[config.mk]
export PLATFORM = sky130hd
export DESIGN_NAME = qte_isqrt
export DESIGN_NICKNAME = d
export VERILOG_FILES = /design/src/rtl/core/qte_pkg.sv /design/src/rtl/core/qte_isqrt.sv
export SDC_FILE = /design/constraint.sdc
export NUM_CORES = 2
export LEC_CHECK = 0
export BUFFER_PORTS_ARGS = -buffer_cell sky130_fd_sc_hd__buf_2
export CAP_MARGIN = 20
export CORE_ASPECT_RATIO = 1.25
export CORE_MARGIN = 3
export CORE_UTILIZATION = 50
export CTS_CLUSTER_DIAMETER = 50
export DETAILED_ROUTE_END_ITERATION = 8
export GPL_ROUTABILITY_DRIVEN = 0
export PLACE_DENSITY = 0.71
export SLEW_MARGIN = 5
export SYNTH_ARGS = -nofsm -noshare
export SYNTH_HDL_FRONTEND = slang
export SYNTH_SLANG_ARGS = --single-unit
[constraint.sdc]
create_clock -name clk -period 6.07 [get_ports clk]
set_clock_uncertainty 0.1 [all_clocks]
set_input_delay 1.214 -clock clk [delete_from_list [all_inputs] [get_ports clk]]
set_output_delay 1.214 -clock clk [all_outputs]
set_load 0.005 [all_outputs]
[src/rtl/core/qte_pkg.sv]
// Shared widths, constants and the CORDIC angle table for the quaternion to Euler block.
`default_nettype none
package qte_pkg;

	localparam int COMPONENT_WIDTH_DEF = 16;
	localparam int CORDIC_STAGES_DEF   = 16;

	localparam int WORK_FRAC  = 20;
	localparam int Q_W        = 22;
	localparam int PROD_W     = 44;
	localparam int SUM_W      = 46;
	localparam int A30_W      = 32;
	localparam int SQ_W       = 61;
	localparam int ROOT_W     = 31;
	localparam int ISQ_STAGES = 31;
	localparam int ARG_W      = 50;
	localparam int Z_W        = 33;
	localparam int TABLE_LEN  = 30;

	localparam logic signed [SUM_W-1:0] ONE_Q40 = SUM_W'(64'sd1 <<< 40);
	localparam logic signed [Z_W-1:0] HALF_TURN = 33'sd1179648000;

	// atan(2^-i) in centidegrees, Q.16
	localparam logic signed [Z_W-1:0] ATAN_TABLE [TABLE_LEN] = '{
		33'sd294912000, 33'sd174096719, 33'sd91987925, 33'sd46694507,
		33'sd23437865, 33'sd11730358, 33'sd5866610, 33'sd2933484,
		33'sd1466764, 33'sd733385, 33'sd366693, 33'sd183346,
		33'sd91673, 33'sd45837, 33'sd22918, 33'sd11459,
		33'sd5730, 33'sd2865, 33'sd1432, 33'sd716,
		33'sd358, 33'sd179, 33'sd90, 33'sd45,
		33'sd22, 33'sd11, 33'sd6, 33'sd3,
		33'sd1, 33'sd1
	};

	typedef struct packed {
		logic signed [SUM_W-1:0] ry;
		logic signed [SUM_W-1:0] rx;
		logic signed [SUM_W-1:0] yy;
		logic signed [SUM_W-1:0] yx;
		logic signed [A30_W-1:0] a30;
		logic                    clamped;
	} side_t;

endpackage
`default_nettype wire

[src/rtl/core/qte_isqrt.sv]
// Pipelined floor integer square root, one result bit per stage.
`default_nettype none
module qte_isqrt (
	input  wire logic                        clk,
	input  wire logic                        en,
	input  wire logic [qte_pkg::SQ_W-1:0]    radicand,
	output logic      [qte_pkg::ROOT_W-1:0]  root
);
	localparam int N = qte_pkg::ISQ_STAGES;
	localparam int W = qte_pkg::SQ_W;

	logic [W-1:0] rem_s [N];
	logic [W-1:0] rt_s  [N];

	for (genvar j = 0; j < N; j++) begin : g_stage
		localparam logic [W:0] BIT = (W+1)'(1) << (2 * (N - 1 - j));
		logic [W-1:0] rem_p;
		logic [W-1:0] rt_p;
		logic [W:0]   trial;
		logic         ge;

		if (j == 0) begin : g_first
			assign rem_p = radicand;
			assign rt_p  = '0;
		end else begin : g_next
			assign rem_p = rem_s[j-1];
			assign rt_p  = rt_s[j-1];
		end

		assign trial = {1'b0, rt_p} + BIT;
		assign ge    = {1'b0, rem_p} >= trial;

		always_ff @(posedge clk) begin
			if (en) begin
				if (ge) begin
					rem_s[j] <= W'({1'b0, rem_p} - trial);
					rt_s[j]  <= W'(({1'b0, rt_p} >> 1) + BIT);
				end else begin
					rem_s[j] <= rem_p;
					rt_s[j]  <= rt_p >> 1;
				end
			end
		end
	end

	assign root = rt_s[N-1][qte_pkg::ROOT_W-1:0];

endmodule
`default_nettype wire

==> impl_metrics.env <==
export IMPL_worstSkewPairLatency_ns=0.90
export IMPL_synth_nets=9740
export IMPL_power_density_nw_per_um2=374.4
export IMPL_ctsHoldBuffers=0
export IMPL_globalRouteMet1Util_pct=27.45
export IMPL_hold_class="register to register"
export IMPL_routed_via_count=75250
export IMPL_synth_edf_count=2326
export IMPL_cts_resized=0
export IMPL_die_h_um=537.9
export IMPL_status="complete, no violations"
export IMPL_fmax_ghz=0.2269
export IMPL_hold_start="rt_s[1][699]"
export IMPL_path_buf_inv=1
export IMPL_routedWlPerCell_um=23.67
export IMPL_critical_path_required_ns=6.59
export IMPL_power_mw=46.73
export IMPL_cpLargestDelayFamily="compound AO/OA/AOI/OAI gates"
export IMPL_end_kind="register"
export IMPL_drtIter0Drc=7647
export IMPL_grt_pass1_wl_um=438200
export IMPL_ir_drop_uv=323.8
export IMPL_place_ws_ns=1.591
export IMPL_drv_slew=0
export IMPL_grt_antenna_before_repair=18
export IMPL_syn_area_sq_um=113200
export IMPL_port_buffers=93
export IMPL_most_common_layout_cells="2326 x edfxtp_1, 697 x nand2_1, 659 x inv_1, 523 x ha_1, 509 x nor2_1"
export IMPL_fin_setup_tns_ns=0
export IMPL_ys_flop_type="edfxtp_1"
export IMPL_fin_crit_sh_pct=72.60
export IMPL_cts_max_path_buffers=3
export IMPL_initial_utilization_pct=50.45
export IMPL_crit_start="rt_s[1][500]"
export IMPL_clkTransAtPathRegs_ns=0.06
export IMPL_worst_slew_pin_slew_ns=1.138
export IMPL_r2r_start="rt_s[1][500]"
export IMPL_setup_viol=0
export IMPL_grt_total_usage_pct=24.89
export IMPL_cp_start_kind="register"
export IMPL_syn2layout_area_growth_pct=10.30
export IMPL_die_x_um=431.5
export IMPL_power_leakage_nw=46.30
export IMPL_clkSinkCount=2326
export IMPL_gr_max_usage_layer="met2"
export IMPL_slew_headroom_pct=24.16
export IMPL_grt_ovfl_total=0
export IMPL_layout_commonest_cell="edfxtp_1"
export IMPL_worstSetupPathType="register to register"
export IMPL_drc_errors=0
export IMPL_post_cts_buffers=0
export IMPL_fin_crit_ns=4.407
export IMPL_grt_setup_unrepaired="false"
export IMPL_synth_warnings=0
export IMPL_grt_max_degree=206
export IMPL_crit_fanout=16
export IMPL_syn_inst=9153
export IMPL_clock_root_buffer="clkbuf_16"
export IMPL_htreeDepth=4
export IMPL_numCtsBuffers=226
export IMPL_postLayoutCoreUtil_pct=55.65
export IMPL_design_area_sq_um=124800
export IMPL_layout_nets=9910
export IMPL_yosysSeqAreaShare_pct=61.72
export IMPL_io_pins=94
export IMPL_crit_chain="inv_1 > ha_1 > nor2b_1 > o31ai_1 > a211oi_1 > nor3_1 > o31ai_1 > o21ai_4 > nor4_1 > nand3_1 > xnor2_1"
export IMPL_postRouteAntennaNets=0
export IMPL_grt_pass1_vias=73450
export IMPL_viasPerCell=6.036
export IMPL_core_area_sq_um=224300
export IMPL_post_dp_cell_area_sq_um=117100
export IMPL_slowest_stage="nor4_1"
export IMPL_drive_gt1_share_pct=7.039
export IMPL_critPathMaxStageDelay_ns=0.78
export IMPL_use_met3_pct=4.574
export IMPL_hold_viol=0
export IMPL_first_pass_iters=6
export IMPL_arrival_ns=4.92
export IMPL_rows=194
export IMPL_cts_tree="yes"
export IMPL_crit_top_cell="o31ai_1"
export IMPL_synthDistinctLibCells=105
export IMPL_fp_dieArea_sq_um=232100
export IMPL_maxCapViolations=0
export IMPL_ys_seq_elements=2326
export IMPL_wl_um=295000
export IMPL_grtUsageMet2_pct=43.82
export IMPL_hpwl_um=222700
export IMPL_async_flop_share_pct=0
export IMPL_setup_slack_ns=1.663
export IMPL_synth_area_per_cell_sq_um=12.36
## path summary, 6_finish.rpt
check | slack, ns | endpoint | depth (start not counted)
max | 1.66 | rem_s[1][605] | 11
max reg2reg | 1.66 | rem_s[1][605] | 11
min reg2reg | 0.29 | rt_s[1][759] | 0
min | 0.29 | rt_s[1][759] | 0
## cells in the mapped netlist (51+ instances only)
cell type  count  share of area [%]
nor4b_1       51               0.39
or3_1         90               0.50
o21a_1        90               0.60
nand4_1      163               0.90
ha_1         523                5.8
nor3_1       282                1.2
o21ai_0      491                2.2
a211oi_1      57               0.38
a31oi_1       51               0.28
o21bai_1      53               0.35
nor4_1       309                1.7
nor2b_1       72               0.40
nor2_1       509                1.7
nand2_1      697                2.3
nand3_1      156               0.69
nand2b_1     112               0.62
or4_1         56               0.37
xnor2_1      439                3.4
mux2_2        56               0.56
edfxtp_1    2326                 62
a21oi_1      491                2.2
inv_1        659                2.2
xor2_1       353                2.7
clkbuf_1     185               0.61
and3_1        55               0.30
a21o_1       222                1.5
## cell families after synthesis
logic type               after synthesis  synth area share [%]
multiplexers                          71                0.6910
buffers and inverters                878                 2.952
adder cells (fa/ha/maj)              524                 5.800
AND/OR/NAND/NOR                     2813                 13.03
flip-flops                          2326                 61.72
AO/OA/AOI/OAI                       1748                 9.655
XOR/XNOR                             793                 6.144
## power breakdown
part,total (mW),internal (mW),switching (mW)
clock,14.3,7.97,6.32
sequential,22.3,20.4,1.91
combinational,10.1,4.00,6.13
total,46.7,32.4,14.4
## routing by layer
layer,wire [um],vias to the layer above
li1,-,34650
met1,103400,36350
met2,148600,3262
met3,20320,976
met4,22720,10
met5,69,-
## stage by stage
step | cells | hold slack [ns]
global placement | 12030 | 0.3286
floorplan | 9153 | 0.3166
global route | 12460 | 0.3122
detailed placement | 12030 | 0.3244
CTS | 12460 | 0.2908
finish | 12470 | 0.2864
## registers in the layout, summed over array words and instances (netlist names)
signal / count
rem_s: 1830
rt_s: 496
## final cells by class
type | instances | area, sq um
Fill cell | 18010 | 99470
Multi-Input combinational cell | 5949 | 40060
Antenna cell | 7 | 17.52
Timing Repair Buffer | 160 | 1074
Clock buffer | 266 | 5806
Tap cell | 2940 | 3679
Clock inverter | 158 | 1858
Sequential cell | 2326 | 69850
Inverter | 660 | 2477
Power figures use the tool's default switching activity.
